--- src/hw/rtl/utxq_pkg.sv ---
// Shared types and constants for the UART transmit serializer with queue.
`default_nettype none
package utxq_pkg;

   // Item kinds carried on the request tuser bit
   localparam logic CMD_TICK = 1'b0;
   localparam logic CMD_PUSH = 1'b1;

   localparam int  BYTE_W      = 8;
   localparam int  CNT_W       = 5;
   localparam logic [CNT_W-1:0] IDLE_COUNT = 5'd20;
   localparam int  FRAME_W     = 10;
   localparam int  RSP_TDATA_W = 8;

   typedef struct packed {
      logic              is_push;
      logic [BYTE_W-1:0] data_byte;
   } item_type;

   // Last member sits in bit 0, so line_pos is the lowest bit
   typedef struct packed {
      logic busy_res;
      logic accepted;
      logic bit_driven;
      logic line_neg;
      logic line_pos;
   } result_type;

endpackage
`default_nettype wire

--- src/hw/rtl/utxq_ram.sv ---
// Generic single-port-write, single-port-read RAM with registered read data.
`default_nettype none
module utxq_ram #(
   parameter int WIDTH = 8,
   parameter int DEPTH = 8
) (
   input  wire logic                     clock,
   input  wire logic                     wr_en,
   input  wire logic [$clog2(DEPTH)-1:0] wr_addr,
   input  wire logic [WIDTH-1:0]         wr_data,
   input  wire logic [$clog2(DEPTH)-1:0] rd_addr,
   output logic      [WIDTH-1:0]         rd_data
);

   logic [WIDTH-1:0] mem_ff [DEPTH];

   always_ff @(posedge clock) begin
      if (wr_en) begin
         mem_ff[wr_addr] <= wr_data;
      end
      rd_data <= mem_ff[rd_addr];
   end

endmodule
`default_nettype wire

--- src/hw/rtl/utxq_front.sv ---
// Front end: takes request beats, tags them tick or push, holds them in a two-entry queue.
`default_nettype none
module utxq_front (
   input  wire logic                    clock,
   input  wire logic                    reset,
   input  wire logic                    in_valid,
   output logic                         in_ready,
   input  wire logic                    in_cmd,
   input  wire logic [utxq_pkg::BYTE_W-1:0] in_byte,
   output logic                         out_valid,
   input  wire logic                    out_take,
   output utxq_pkg::item_type           out_item
);
   import utxq_pkg::*;

   item_type   entry_ff [2];
   logic       wr_ptr_ff, wr_ptr_in;
   logic       rd_ptr_ff, rd_ptr_in;
   logic [1:0] count_ff, count_in;
   logic       push, pop;
   item_type   new_item;

   assign in_ready  = (count_ff != 2'd2);
   assign out_valid = (count_ff != 2'd0);
   assign out_item  = entry_ff[rd_ptr_ff];

   assign push = in_valid && in_ready;
   assign pop  = out_valid && out_take;

   always_comb begin
      new_item.is_push   = (in_cmd == CMD_PUSH);
      new_item.data_byte = in_byte;
      wr_ptr_in = push ? ~wr_ptr_ff : wr_ptr_ff;
      rd_ptr_in = pop ? ~rd_ptr_ff : rd_ptr_ff;
      count_in  = count_ff;
      if (push && !pop) begin
         count_in = count_ff + 2'd1;
      end else if (pop && !push) begin
         count_in = count_ff - 2'd1;
      end
   end

   always_ff @(posedge clock) begin
      if (push) begin
         entry_ff[wr_ptr_ff] <= new_item;
      end
   end

   always_ff @(posedge clock) begin
      if (reset) begin
         wr_ptr_ff <= 1'b0;
         rd_ptr_ff <= 1'b0;
         count_ff  <= 2'd0;
      end else begin
         wr_ptr_ff <= wr_ptr_in;
         rd_ptr_ff <= rd_ptr_in;
         count_ff  <= count_in;
      end
   end

endmodule
`default_nettype wire

--- src/hw/rtl/utxq_back.sv ---
// Back end: transmit ring, 8N1 frame serializer and the result register.
`default_nettype none
module utxq_back #(
   parameter int QUEUE_DEPTH = 8
) (
   input  wire logic                clock,
   input  wire logic                reset,
   input  wire logic                item_valid,
   output logic                     item_take,
   input  utxq_pkg::item_type       item,
   output logic                     rsp_valid,
   input  wire logic                rsp_ready,
   output utxq_pkg::result_type     rsp_result
);
   import utxq_pkg::*;

   localparam int IDX_W = $clog2(QUEUE_DEPTH);
   localparam logic [IDX_W-1:0] LAST_IDX = IDX_W'(QUEUE_DEPTH - 1);

   logic [IDX_W-1:0]   wr_idx_ff, wr_idx_in;
   logic [IDX_W-1:0]   rd_idx_ff, rd_idx_in;
   logic [CNT_W-1:0]   cnt_ff, cnt_in;
   logic [FRAME_W-1:0] frame_ff, frame_in;
   logic               level_ff, level_in;
   logic               rsp_valid_ff, rsp_valid_in;
   result_type         result_ff, result_in;
   logic               fwd_hit_ff, fwd_hit_in;
   logic [BYTE_W-1:0]  fwd_data_ff;

   logic [IDX_W-1:0]   wr_next, rd_next;
   logic               ring_wr;
   logic [BYTE_W-1:0]  ram_q, head_byte;
   logic               active, driven, accepted;
   logic [CNT_W-1:0]   cnt_work;

   function automatic logic [IDX_W-1:0] ring_next(input logic [IDX_W-1:0] idx);
      return (idx == LAST_IDX) ? '0 : idx + IDX_W'(1);
   endfunction

   assign item_take  = item_valid && (!rsp_valid_ff || rsp_ready);
   assign rsp_valid  = rsp_valid_ff;
   assign rsp_result = result_ff;

   assign wr_next = ring_next(wr_idx_ff);
   assign rd_next = ring_next(rd_idx_ff);

   // RAM reads the head entry every cycle; a write to that entry in the same cycle
   // is forwarded, since the read returns the old contents
   assign head_byte = fwd_hit_ff ? fwd_data_ff : ram_q;

   always_comb begin
      wr_idx_in    = wr_idx_ff;
      rd_idx_in    = rd_idx_ff;
      cnt_in       = cnt_ff;
      frame_in     = frame_ff;
      level_in     = level_ff;
      ring_wr      = 1'b0;
      accepted     = 1'b0;
      driven       = 1'b0;
      active       = 1'b1;
      cnt_work     = cnt_ff;
      rsp_valid_in = rsp_valid_ff && !rsp_ready;
      result_in    = result_ff;

      if (item_take) begin
         if (item.is_push) begin
            if (wr_next != rd_idx_ff) begin
               ring_wr   = 1'b1;
               wr_idx_in = wr_next;
               accepted  = 1'b1;
            end
         end else begin
            if (cnt_ff >= IDLE_COUNT) begin
               if (wr_idx_ff == rd_idx_ff) begin
                  active = 1'b0;
               end else begin
                  frame_in  = {1'b1, head_byte, 1'b0};
                  rd_idx_in = rd_next;
                  cnt_work  = '0;
               end
            end
            if (active) begin
               // odd half-bit counts put the next frame bit on the line
               if (cnt_work[0]) begin
                  level_in = frame_in[0];
                  frame_in = {1'b1, frame_in[FRAME_W-1:1]};
                  driven   = 1'b1;
               end
               cnt_in = cnt_work + CNT_W'(1);
            end
         end
         rsp_valid_in         = 1'b1;
         result_in.line_pos   = level_in;
         result_in.line_neg   = ~level_in;
         result_in.bit_driven = driven;
         result_in.accepted   = accepted;
         result_in.busy_res   = (cnt_in < IDLE_COUNT) || (wr_idx_in != rd_idx_in);
      end

      fwd_hit_in = ring_wr && (wr_idx_ff == rd_idx_in);
   end

   utxq_ram #(
      .WIDTH (BYTE_W),
      .DEPTH (QUEUE_DEPTH)
   ) u_ring (
      .clock   (clock),
      .wr_en   (ring_wr),
      .wr_addr (wr_idx_ff),
      .wr_data (item.data_byte),
      .rd_addr (rd_idx_in),
      .rd_data (ram_q)
   );

   always_ff @(posedge clock) begin
      result_ff   <= result_in;
      frame_ff    <= frame_in;
      fwd_data_ff <= item.data_byte;
   end

   always_ff @(posedge clock) begin
      if (reset) begin
         wr_idx_ff    <= '0;
         rd_idx_ff    <= '0;
         cnt_ff       <= IDLE_COUNT;
         level_ff     <= 1'b1;
         rsp_valid_ff <= 1'b0;
         fwd_hit_ff   <= 1'b0;
      end else begin
         wr_idx_ff    <= wr_idx_in;
         rd_idx_ff    <= rd_idx_in;
         cnt_ff       <= cnt_in;
         level_ff     <= level_in;
         rsp_valid_ff <= rsp_valid_in;
         fwd_hit_ff   <= fwd_hit_in;
      end
   end

endmodule
`default_nettype wire

--- src/hw/rtl/uart_tx_serializer_with_queue.sv ---
// Top level: UART 8N1 transmitter with transmit ring, differential line outputs.
//
//   channel | dir | tdata                          | tuser
//   req_    | in  | data_byte[7:0]                 | cmd (0 tick, 1 push)
//   rsp_    | out | line_pos, line_neg, bit_driven, | -
//           |     | accepted, busy_res, 3 zero bits |
//
// One beat per cycle in and out while rsp_tready is held high. A request passes through
// the front queue entry and then the result register on its way to its response.
// Reset (synchronous) empties the ring and both queues, sets the line to idle mark.
// A stalled response holds the back end; the two-entry front queue absorbs requests
// until it fills, then req_tready drops.
`default_nettype none
module uart_tx_serializer_with_queue #(
   parameter int QUEUE_DEPTH = 8
) (
   input  wire logic        clock,
   input  wire logic        reset,
   input  wire logic        req_tvalid,
   output logic             req_tready,
   input  wire logic [7:0]  req_tdata,   // [7:0] data_byte
   input  wire logic        req_tuser,   // [0] cmd
   output logic             rsp_tvalid,
   input  wire logic        rsp_tready,
   output logic [7:0]       rsp_tdata    // [0] line_pos [1] line_neg [2] bit_driven
                                         // [3] accepted [4] busy_res [7:5] zero
);
   import utxq_pkg::*;

   logic       item_valid;
   logic       item_take;
   item_type   item;
   result_type result;

   utxq_front u_front (
      .clock     (clock),
      .reset     (reset),
      .in_valid  (req_tvalid),
      .in_ready  (req_tready),
      .in_cmd    (req_tuser),
      .in_byte   (req_tdata),
      .out_valid (item_valid),
      .out_take  (item_take),
      .out_item  (item)
   );

   utxq_back #(
      .QUEUE_DEPTH (QUEUE_DEPTH)
   ) u_back (
      .clock      (clock),
      .reset      (reset),
      .item_valid (item_valid),
      .item_take  (item_take),
      .item       (item),
      .rsp_valid  (rsp_tvalid),
      .rsp_ready  (rsp_tready),
      .rsp_result (result)
   );

   assign rsp_tdata = {(RSP_TDATA_W - $bits(result_type))'(0), result};

endmodule
`default_nettype wire
--- config.mk ---
export PLATFORM = sky130hd
export DESIGN_NAME = uart_tx_serializer_with_queue
export DESIGN_NICKNAME = d
export VERILOG_FILES = /design/src/hw/rtl/utxq_pkg.sv /design/src/hw/rtl/utxq_ram.sv /design/src/hw/rtl/utxq_front.sv /design/src/hw/rtl/utxq_back.sv /design/src/hw/rtl/uart_tx_serializer_with_queue.sv
export SDC_FILE = /design/constraint.sdc
export NUM_CORES = 1
export LEC_CHECK = 0
export ABC_AREA = 1
export BUFFER_PORTS_ARGS = -buffer_cell sky130_fd_sc_hd__buf_4
export CAP_MARGIN = 0
export CORE_MARGIN = 2
export CORE_UTILIZATION = 40
export DETAILED_ROUTE_END_ITERATION = 7
export MAX_ROUTING_LAYER = met4
export REMOVE_ABC_BUFFERS = 1
export SLEW_MARGIN = 20
export SYNTH_ARGS = -nofsm -noshare
export SYNTH_HDL_FRONTEND = slang
export SYNTH_HIERARCHICAL = 1
export SYNTH_SLANG_ARGS = --single-unit
--- constraint.sdc ---
create_clock -name clock -period 6.7 [get_ports clock]
set_clock_uncertainty 0.15 [all_clocks]
set_input_delay 0.335 -clock clock [delete_from_list [all_inputs] [get_ports clock]]
set_output_delay 0.335 -clock clock [all_outputs]
set_load 0.02 [all_outputs]
; ---- After elaboration in Yosys (flattened, before gate mapping)
; Memory sizes are Yosys's and may differ from the RTL's. A register that Yosys moved wholly into a read port is not among the register bits.
; Cells that the tools add are included.
[word_totals]
register_bits = 41
ram_bits = 82
in_bits = 13
out_inout_bits = 10
elab_cells = 97
mem_count = 2
[memory_table]
columns = memory, depth, width, rd, rd_clocked_by_memory_dff, write_ports, line
row1 = u_back.u_ring.mem_ff, 8, 8, 1, 1, 1, utxq_ram.sv:15  ; logic [WIDTH-1:0] mem_ff [DEPTH];
row2 = u_front.entry_ff, 2, 9, 1, 1, 1, utxq_front.sv:16  ; item_type entry_ff [2];
[op_classes]
add_sub_neg = 5
magnitude_cmp = 2
eq_ne = 7
muxes = 43
n_bitwise = 5
reduce_logical = 17
[ops]
columns = op, n
row1 = 2-to-1 mux 10 bit, 4
row2 = 2-to-1 mux 5 bit, 7
row3 = 2-to-1 mux 3 bit, 10
row4 = 2-to-1 mux 1 bit, 19
row5 = 2-to-1 mux 8 bit, 1
row6 = logical AND 1 bit, 7
row7 = adder 3 x 1 -> 3 bit (second input constant), 2
row8 = equality test 3 bit, 2
row9 = equality test 3 bit (second input constant), 2
row10 = != test 3 bit, 2
row11 = adder 5 x 1 -> 5 bit (second input constant), 1
row12 = greater-or-equal comparator 5 bit (second input constant), 1
row13 = less-than comparator 5 bit (second input constant), 1
row14 = inverter 1 bit, 5
row15 = logical NOT 1 bit, 4
row16 = 2-to-1 mux 2 bit, 2
row17 = nonzero test 2 bit, 2
row18 = adder 2 x 1 -> 2 bit (second input constant), 1
row19 = logical OR 1 bit, 2
row20 = != test 2 bit (second input constant), 1
row21 = AND reduction 2 bit, 1
row22 = OR reduction 2 bit, 1
row23 = subtractor 2 x 1 -> 2 bit (second input constant), 1

; ---- Longest topological paths before layout
; Gate-level depths: netlist of run 1.
[depth]
word_depth = 11
ltp_mapped = 17
depth_no_buf = 15

; ---- By module
; The synthesis of run 1 kept the hierarchy.
[modules_own_cells]
columns = module, instances, cells_per_inst, area_per_inst_um2, seq_area_each_um2
row1 = utxq_ram, 1, 303, 3050.4, 2082.0
row2 = utxq_back, 1, 253, 2020.7, 890.9
row3 = utxq_front, 1, 65, 905.9, 640.6
row4 = uart_tx_serializer_with_queue, 1, 4, 26.3, 0.0

; ---- Worst setup path before layout of run 1
; Ideal clock, no wire load.
[synth_timing]
path_kind = reg-to-reg
startpoint = register u_back.wr_idx_ff[0]
endpoint = memory u_back.u_ring.mem_ff[1][0] (enable)
setup_time_ps = 370
t_arrival_ps = 1946
required_time_ps = 6180
setup_slack_ps = 4234
path_stages_with_launch = 10
n_path_buf = 0
synth_period_minus_slack_ps = 2466
path_cell_list = dfxtp_1 ha_1 ha_1 xor2_1 nor2_1 a21oi_4 nand2_2 inv_1 nand2_1 nor2_1
[synth_via]
elab_chain_len = 8
word_cells_on_any_way = 9
classes_between = 1 x add/sub / 2 x eq/ne / 6 x mux
[synth_lines]
columns = item, line
row1 = "start, declared", utxq_back.sv:20  ; logic [IDX_W-1:0] wr_idx_ff, wr_idx_in;
row2 = "start signal, assigned", utxq_back.sv:130  ; wr_idx_ff <= wr_idx_in;
row3 = adder 3 x 1 -> 3 bit / equality test 3 bit (equally long branches), utxq_back.sv:37  ; return (idx == LAST_IDX) ? '0 : idx + IDX_W'(1);
row4 = 2-to-1 mux 3 bit (*), utxq_back.sv:37
row5 = != test 3 bit (*), utxq_back.sv:67  ; if (wr_next != rd_idx_ff) begin
row6 = 2-to-1 mux 1 bit (*), utxq_back.sv:67
row7 = 2-to-1 mux 1 bit (*), n/a
row8 = 2-to-1 mux 1 bit (*), utxq_back.sv:65  ; if (item_take) begin
row9 = via u_back.ring_wr, utxq_back.sv:31  ; logic ring_wr;
row10 = 2-to-1 mux 1 bit (*), utxq_ram.sv:18  ; if (wr_en) begin
row11 = 2-to-1 mux 1 bit (implied by the code) (*), utxq_ram.sv:19  ; mem_ff[wr_addr] <= wr_data;
row12 = "end, declared", utxq_ram.sv:15
; Mark *: on every way through the listed nets, which the timed path passes. The rest lies on a longest branch.

==> results of run 1 <==
==> layer usage <==
| layer | wire length (µm) | share of wire, % |
|---|---|---|
| met1 | 5660 | 46 |
| met2 | 5900 | 48 |
| met3 | 432 | 3.5 |
| met4 | 250 | 2.0 |
| met5 | 0 | 0 |
==> cells by family after synthesis <==
group                      after synthesis  share of synthesized area (%)
AOI/OAI and AO/OA                       41                           4.25
xor gates and xnor gates                 6                          0.875
buffers and inverters                  129                           9.52
other                                    1                         0.0625
and+or+nand+nor                        293                           20.7
DFF                                    132                           60.2
adders and majority gates                6                           1.25
muxes                                   17                           3.15
==> final cells by class <==
type,count,area [µm²],share of cell area (%)
Clock buffer,26,542,7.80
Clock inverter,6,86.3,1.24
Inverter,107,405,5.84
Multi-Input combinational cell,366,1830,26.3
Sequential cell,132,3610,52.0
Tap cell,184,230,3.32
Timing Repair Buffer,29,240,3.46
==> state kept, by name (all words and copies together) (netlist names), 3 cells and up, named ones only <==
name                   flops
u_back/wr_idx_ff           3
u_back/u_ring/rd_data      8
u_back/rd_idx_ff           3
u_back/u_ring/mem_ff      64
u_front/entry_ff          18
u_back/frame_ff           10
u_back/rsp_result          5
u_back/cnt_ff              5
u_back/fwd_data_ff         8
==> worst min path at each step <==
| stage | start | to | slack, ns |
|---|---|---|---|
| 2_1_floorplan | reset | u_back/rd_idx_ff[0] | 0.25 |
| 3_3_place_gp | u_back/level_ff | u_back/level_ff | 0.32 |
| 3_5_place_dp | u_back/level_ff | u_back/level_ff | 0.31 |
| 4_1_cts | reset | u_back/rd_idx_ff[1] | 0.04 |
| 5_1_grt | reset | u_back/rd_idx_ff[1] | 0.04 |
| 6_report | reset | u_back/rd_idx_ff[1] | 0.05 |
==> metrics by stage <==
stage	cell area, µm²	hold slack [ns]	cells	utilization [%]
floorplan	5840	0.254	605	-
global placement	6220	0.317	809	42.7
detailed placement	6220	0.310	809	42.7
CTS	6940	0.0351	850	47.6
global route	6940	0.0440	850	47.6
finish	6940	0.0463	850	47.6
==> worst max-delay path, stage by stage (launching register included) <==
cell and delay (ns):
dfxtp_1 0.54, mux2_2 0.44, inv_1 0.37, nand3_4 0.18, nand2_1 0.09, nand2_1 0.07, nand2_1 0.10, nand2_1 0.47
inv_2 0.47, nand3_1 0.12, nand2_1 0.08, nand2_1 0.10, nand2_1 0.11
==> placed cells by master, fill, tap and decap left out, types with 2 or more instances in the layout <==
cell	count
clkbuf_1	3
o21ai_1	5
nand3_1	55
mux2_2	15
clkinv_2	3
nand3_4	2
inv_1	96
conb_1	3
edfxtp_1	97
o31ai_1	5
clkbuf_16	19
clkbuf_8	4
dfxtp_1	35
ha_1	6
bufinv_16	2
xor2_1	4
nand2_2	5
nor2_1	38
a21oi_4	2
inv_2	8
buf_4	20
nand2_1	181
nand4_1	7
o21ai_0	11
dlygate4sd3_1	9
nor2_2	2
a21oi_1	13
mux2i_1	2
xnor2_1	2
==> report_power, final <==
part,internal (mW),switching (mW)
Sequential,1.13,0.0950
Combinational,0.327,0.683
Clock,0.632,0.325
==> repair_timing <==
action                                 CTS  global route
hold buffers                             9             0
setup buffers                            0             0
endpoints found under the hold margin   18             0
==> results.json, run 1 <==
{
  "maxCapViolCount": 0,
  "yosysTopAreaCell": "edfxtp_1",
  "cts_buffers": 17,
  "end_kind": "flip-flop",
  "regToRegEndpoint": "u_back/u_ring/rd_data[4]",
  "firstDrtPassIters": 5,
  "cts_buffer_depth": 2,
  "cts_sinks": 132,
  "overflow": 0,
  "place_hpwl_mm": 8.16,
  "min_path_type": "primary input to flip-flop",
  "synthTopCellsByArea": "edfxtp_1 49%, dfxtp_1 12%, nand2_1 11%",
  "setup_tns_ns": 0,
  "grtUsageMet1_pct": 21.4,
  "ys_ff_latch": 132,
  "drive_gt1_share_pct": 13.2,
  "antenna_found_initial": 0,
  "synth-edff-count": 97,
  "worst_slack_ns": 3.32,
  "met2_usage_pct": 26.6,
  "pwr_density_cell_nw_per_um2": 460,
  "cp-start-kind": "flip-flop",
  "core_um2": 14600,
  "fill_cells": 1320,
  "drt_iter0_drc": 311,
  "ctsResizeCount": 0,
  "clk_latency_ns": 0.41,
  "grt_busiest_layer": "met2",
  "die_h_um": 127,
  "grt_max_degree": 34,
  "preCtsSetupSlack_ns": 3.43,
  "gp_congestion": 0.913,
  "cts_root_buffer": "clkbuf_16",
  "critPathRequiredTime_ns": 6.90,
  "post-route-period-util_pct": 50.4,
  "whs_path_depth": 2,
  "crit_path_end": "u_back/u_ring/rd_data[4]",
  "row_count": 44,
  "finalMaxSlewViolations": 0,
  "syn_area_um2": 6000,
  "async_flop_share_pct": 0,
  "portBuffers": 19,
  "wirelength_mm": 12.2,
  "gr-usage-met3_pct": 3.46,
  "synth_common_cells": "181 x nand2_1, 97 x edfxtp_1, 96 x inv_1",
  "rsz0062_at_grt": "no",
  "fmax_mhz": 296,
  "arrival_ns": 3.58,
  "path_class": "flip-flop to flip-flop",
  "vias": 4110,
  "via_per_inst": 4.84,
  "synth_cell_types": 38,
  "htree_num_levels": 4,
  "tritoncts": "built",
  "synth.avg_cell_area_um2": 9.61,
  "hold_viol": 0,
  "path_max_fanout": 17,
  "drc_errors": 0,
  "peakVddDrop_mv": 0.280,
  "synthesis.instances": 625,
  "synth-seq-area-share_pct": 60.2,
  "r2r_cells": 12,
  "yosysMostFrequentCell": "nand2_1",
  "initial_core_util_pct": 41.1,
  "fin_crit_ns": 3.38,
  "relSlewSlack_pct": 28.8,
  "grt_usage_pct": 16.9,
  "ant_nets": 0,
  "grt_pass1_vias": 4138,
  "diodes": 0,
  "syn2layout_area_growth_pct": 15.7,
  "die-area_um2": 16000,
  "ios": 23,
  "ys.flop_type": "edfxtp_1",
  "status": "finished clean",
  "p_leak_nw": 3.01,
  "die_x_um": 127,
  "path_clk_slew_ns": 0.06,
  "total_power_mw": 3.20,
  "yosys_warnings": 6,
  "route.detailed.wl_per_inst_um": 14.4,
  "worstMarginPinSlew_ns": 1.06,
  "setup_viol": 0,
  "reg2reg_slack_ns": 3.32,
  "synth.top_cell.area_share_pct": 48.5,
  "fin_nets": 672,
  "grt_pass1_wl_mm": 20.6
}
Note: power is estimated with default switching activity, not from simulation.
==> run 2: changes to the inputs <==
==> constraint.sdc (replaced) <==
create_clock -name clock -period 3.05 [get_ports clock]
set_clock_uncertainty 0.15 [all_clocks]
set_input_delay 0.1525 -clock clock [delete_from_list [all_inputs] [get_ports clock]]
set_output_delay 0.1525 -clock clock [all_outputs]
set_load 0.02 [all_outputs]
==> results.json, run 2 (synthesized netlist as in run 1, its figures left out) <==
{
  "status": "finished clean",
  "drive_gt1_share_pct": 15.0,
  "place_hpwl_mm": 8.61,
  "hold_buffers": 12,
  "grt_pass1_vias": 4047,
  "worstMarginPinSlew_ns": 0.750,
  "drt_iter0_drc": 270,
  "top_register": "u_back/u_ring/mem_ff",
  "vias": 4260,
  "reg.largest.list": "u_back/u_ring/mem_ff: 64 flops, u_front/entry_ff: 18 flops, u_back/frame_ff: 10 flops",
  "grt_usage_pct": 17.1,
  "postPlaceCellArea_um2": 6360,
  "cts_buffer_depth": 2,
  "layout_common_cells": "181 x nand2_1, 97 x edfxtp_1, 96 x inv_1, 55 x nand3_1",
  "ctsResizeCount": 0,
  "setup_viol": 0,
  "portBuffers": 19,
  "dp_cells": 827,
  "die_h_um": 127,
  "min_path_type": "primary input to flip-flop",
  "path_max_fanout": 13,
  "wirelength_mm": 12.7,
  "total_power_mw": 7.11,
  "firstDrtPassIters": 5,
  "core_um2": 14600,
  "grt_max_degree": 33,
  "die_x_um": 127,
  "diodes": 0,
  "largest_register_ffs": 64,
  "gp_congestion": 0.933,
  "end_kind": "flip-flop",
  "cts_buffers": 17,
  "stdcell_area_um2": 7090,
  "hold_viol": 0,
  "finalMaxSlewViolations": 0,
  "critPathRequiredTime_ns": 3.06,
  "cts_sinks": 132,
  "worstHoldStart": "rsp_tready",
  "path_class": "flip-flop to flip-flop",
  "fin_nets": 693,
  "die-area_um2": 16000,
  "setup_tns_ns": 0,
  "clk_latency_ns": 0.42,
  "cp-start-kind": "flip-flop",
  "post-route-period-util_pct": 90.7,
  "fill_cells": 1332,
  "drc_errors": 0,
  "fin_util_pct": 48.6,
  "reg2reg_slack_ns": 0.28,
  "antenna_found_initial": 0,
  "maxCapViolCount": 0,
  "fin_crit_ns": 2.77,
  "r2r_cells": 14,
  "ios": 23,
  "r2r-start": "u_back/wr_idx_ff[2]",
  "initial_core_util_pct": 41.1,
  "worst_slack_ns": 0.283,
  "cts_root_buffer": "clkbuf_16",
  "regToRegEndpoint": "u_back/rsp_result[4]",
  "tritoncts": "built",
  "overflow": 0,
  "holdPathEnd": "u_back/rd_idx_ff[0]",
  "whs_path_depth": 7,
  "htree_num_levels": 4,
  "layout_commonest_cell": "nand2_1",
  "rsz0062_at_grt": "no",
  "route.detailed.wl_per_inst_um": 14.6,
  "arrival_ns": 2.78,
  "grt_pass1_wl_mm": 20.3,
  "instances_no_fill": 871,
  "preCtsSetupSlack_ns": 0.334,
  "peakVddDrop_mv": 0.461,
  "row_count": 44,
  "p_leak_nw": 3.11,
  "ant_nets": 0,
  "via_per_inst": 4.89,
  "pwr_density_cell_nw_per_um2": 1000,
  "fmax_mhz": 361,
  "multi_input_area_um2": 1830,
  "relSlewSlack_pct": 49.8,
  "syn2layout_area_growth_pct": 18.0,
  "holdWs_ns": 0.188,
  "ff_latch_area_um2": 3610,
  "postCtsSetupBuffers": 0,
  "path_clk_slew_ns": 0.05
}
run 2: cell count changes in the layout (fill, tap and decap cells not counted):
cell and change:
buf_4 +18, clkinv_4 -1, clkbuf_1 +3, clkbuf_16 -1, clkinv_2 -1, clkbuf_8 +1
clkinvlp_4 -1, dlygate4sd3_1 +3
run 2: how the worst max path moves through the flow:
stage / slack, ns / endpoint / from
2_1_floorplan: 0.15 / u_back/u_ring/rd_data[0] / flip-flop
3_3_place_gp: 0.37 / u_back/rsp_result[4] / u_back/wr_idx_ff[2]
3_5_place_dp: 0.33 / u_back/rsp_result[4] / u_back/wr_idx_ff[2]
4_1_cts: 0.32 / u_back/rsp_result[4] / u_back/wr_idx_ff[2]
5_1_grt: 0.07 / u_back/rsp_result[4] / u_back/wr_idx_ff[2]
6_report: 0.28 / u_back/rsp_result[4] / u_back/wr_idx_ff[2]
run 2: per-layer routing:
metal / share of wire, % / vias to the layer above / GRT usage, %
met2: 48 / 116 / 25.8
li1: - / 2111 / -
met1: 46 / 1996 / 21.5
met3: 3.7 / 37 / 3.58
met4: 3.0 / 0 / 9.24
met5: 0 / - / -
run 2: area by class of cell:
type | instances | area share (%)
Sequential cell | 132 | 51.0
Multi-Input combinational cell | 366 | 25.8
Clock buffer | 29 | 7.64
Timing Repair Buffer | 50 | 5.72
Inverter | 107 | 5.72
Tap cell | 184 | 3.25
Clock inverter | 3 | 0.918
run 2: where the power goes:
group          total (mW)  switching (mW)  internal [mW]
clock                2.06           0.698           1.36
combinational        2.38            1.56          0.815
sequential           2.68           0.189           2.49
run 2: worst max-delay path, cell delays in order, from the launching register on:
cell and delay [ns]:
dfxtp_1 0.51, inv_1 0.13, nand2_1 0.08, nand2_1 0.09, nand3_4 0.16, nand2_2 0.20
inv_2 0.19, nor2_1 0.06, ha_1 0.21, nand3_1 0.10, xor2_1 0.16, nand2_1 0.07
a31o_2 0.22, nor2_1 0.10, nand3_1 0.08
==> run 3: changes to the inputs <==
==> constraint.sdc (replaced) <==
create_clock -name clock -period 2.9 [get_ports clock]
set_clock_uncertainty 0.15 [all_clocks]
set_input_delay 0.145 -clock clock [delete_from_list [all_inputs] [get_ports clock]]
set_output_delay 0.145 -clock clock [all_outputs]
set_load 0.02 [all_outputs]
==> results.json, run 3 (synthesized netlist as in run 1, its figures left out) <==
{
  "status": "finished clean",
  "worstHoldStart": "req_tuser",
  "antenna_found_initial": 0,
  "whs_path_depth": 2,
  "cts_sinks": 132,
  "gp_congestion": 0.902,
  "fin_nets": 691,
  "via_per_inst": 4.84,
  "pwr_density_cell_nw_per_um2": 1050,
  "crit_chain": "inv_1 -> nand2_1 -> nand2_1 -> nand3_4 -> nand2_2 -> inv_2 -> nor2_1 -> ha_1 -> nand3_1 -> xor2_1 -> nand2_1 -> a31o_2 -> nor2_1 -> nand3_1",
  "cts_root_buffer": "clkbuf_16",
  "arrival_ns": 2.70,
  "portBuffers": 19,
  "layout_commonest_cell": "nand2_1",
  "die_x_um": 127,
  "cts_buffers": 17,
  "grt_max_degree": 33,
  "grt_pass1_vias": 4129,
  "reg.largest.list": "u_back/u_ring/mem_ff: 64 flops, u_front/entry_ff: 18 flops, u_back/frame_ff: 10 flops",
  "path_class": "flip-flop to flip-flop",
  "ant_nets": 0,
  "postCtsSetupBuffers": 0,
  "ios": 23,
  "finalMaxSlewViolations": 0,
  "core_um2": 14600,
  "largest_register_ffs": 64,
  "hold_viol": 0,
  "holdPathEnd": "u_front/entry_ff[0][8]",
  "layout_common_cells": "181 x nand2_1, 97 x edfxtp_1, 96 x inv_1, 55 x nand3_1, 38 x nor2_1",
  "fin_util_pct": 48.5,
  "row_count": 44,
  "postPlaceCellArea_um2": 6350,
  "path_clk_slew_ns": 0.06,
  "fill_cells": 1300,
  "rsz0062_at_grt": "no",
  "top_register": "u_back/u_ring/mem_ff",
  "cp_common_cell": "nand2_1",
  "drt_iter0_drc": 342,
  "grt_usage_pct": 17.2,
  "setup_viol": 0,
  "worstMarginPinSlew_ns": 0.750,
  "vias": 4210,
  "r2r_cells": 14,
  "drive_gt1_share_pct": 15.2,
  "post-route-period-util_pct": 92.8,
  "min_path_type": "primary input to flip-flop",
  "setup_tns_ns": 0,
  "end_kind": "flip-flop",
  "total_power_mw": 7.43,
  "initial_core_util_pct": 41.1,
  "wirelength_mm": 12.6,
  "firstDrtPassIters": 5,
  "overflow": 0,
  "r2r-start": "u_back/wr_idx_ff[2]",
  "die_h_um": 127,
  "grt_pass1_wl_mm": 20.5,
  "route.detailed.wl_per_inst_um": 14.5,
  "fin_crit_ns": 2.69,
  "tritoncts": "built",
  "regToRegEndpoint": "u_back/rsp_result[4]",
  "place_hpwl_mm": 8.65,
  "critPathRequiredTime_ns": 2.91,
  "drc_errors": 0,
  "stdcell_area_um2": 7070,
  "cts_buffer_depth": 2,
  "peakVddDrop_mv": 0.503,
  "cp_slowest_cell": "dfxtp_1",
  "fmax_mhz": 372,
  "path_max_fanout": 8,
  "die-area_um2": 16000,
  "syn2layout_area_growth_pct": 17.8,
  "p_leak_nw": 3.08,
  "htree_num_levels": 4,
  "crit_path_max_incr_delay_ns": 0.51,
  "clk_latency_ns": 0.42,
  "relSlewSlack_pct": 49.8,
  "reg2reg_slack_ns": 0.21,
  "diodes": 0,
  "maxCapViolCount": 0,
  "cp-start-kind": "flip-flop",
  "holdWs_ns": 0.297
}
==> run 3: cell count changes in the layout (fill, tap and decap cells not counted), sizes merged <==
cell         delta
clkinv          +5
buf             -3
clkinvlp        +4
bufinv          +1
dlygate4sd3     +1
inv             +1
clkbuf         -11
==> run 3: worst max-delay path: cells and delay by family (launching register included) <==
kind,cells,cell delay (ns)
buffers and inverters,2,0.32
DFF,1,0.51
adders and majority gates,1,0.22
xor gates and xnor gates,1,0.15
and+or+nand+nor,9,0.88
AOI/OAI and AO/OA,1,0.21
==> run 3: worst max-delay path by stage <==
stage	endpoint	from	depth (start not counted)	slack, ns
after global placement	u_back/rsp_result[4]	u_back/wr_idx_ff[2]	14	0.21
final	u_back/rsp_result[4]	u_back/wr_idx_ff[2]	14	0.21
after floorplan	u_back/u_ring/rd_data[0]	flip-flop	13	0.003
after detailed placement	u_back/rsp_result[4]	u_back/wr_idx_ff[2]	14	0.20
after CTS	u_back/rsp_result[4]	u_back/wr_idx_ff[2]	14	0.21
after global routing	u_back/rsp_result[4]	u_back/wr_idx_ff[2]	14	0.04
==> run 3: per-layer routing <==
metal,vias up,routed length (µm),GRT usage [%]
met1,1993,5680,21.3
li1,2109,-,-
met4,0,235,6.85
met5,-,0,-
met3,18,477,3.42
met2,90,6220,27.8
==> run 3: layout make-up <==
type,instances,area [µm²],area share [%]
inverters,107,405,5.73
repair buffers,48,405,5.73
well taps,184,230,3.26
clock buffers,18,429,6.07
multi-input cells,366,1830,25.8
flip-flops and latches,132,3610,51.1
clock inverters,14,161,2.28
==> run 3: power breakdown <==
group	total (mW)	internal (mW)	leakage (nW)	switching, mW
Clock	2.12	1.34	0.280	0.774
Combinational	2.50	0.855	1.63	1.65
Sequential	2.81	2.61	1.17	0.199
Total	7.43	4.81	3.08	2.62
==> run 3: timing repair <==
item | CTS | global route
endpoints found under the hold margin | 27 | 0
hold buffers | 13 | 0
gates resized for setup | 0 | 0
==> run 3: stage by stage <==
stage	instances	setup WS, ns
floorplan	605	0.00268
global placement	824	0.212
detailed placement	824	0.196
CTS	869	0.209
global route	869	0.0388
finish	869	0.210
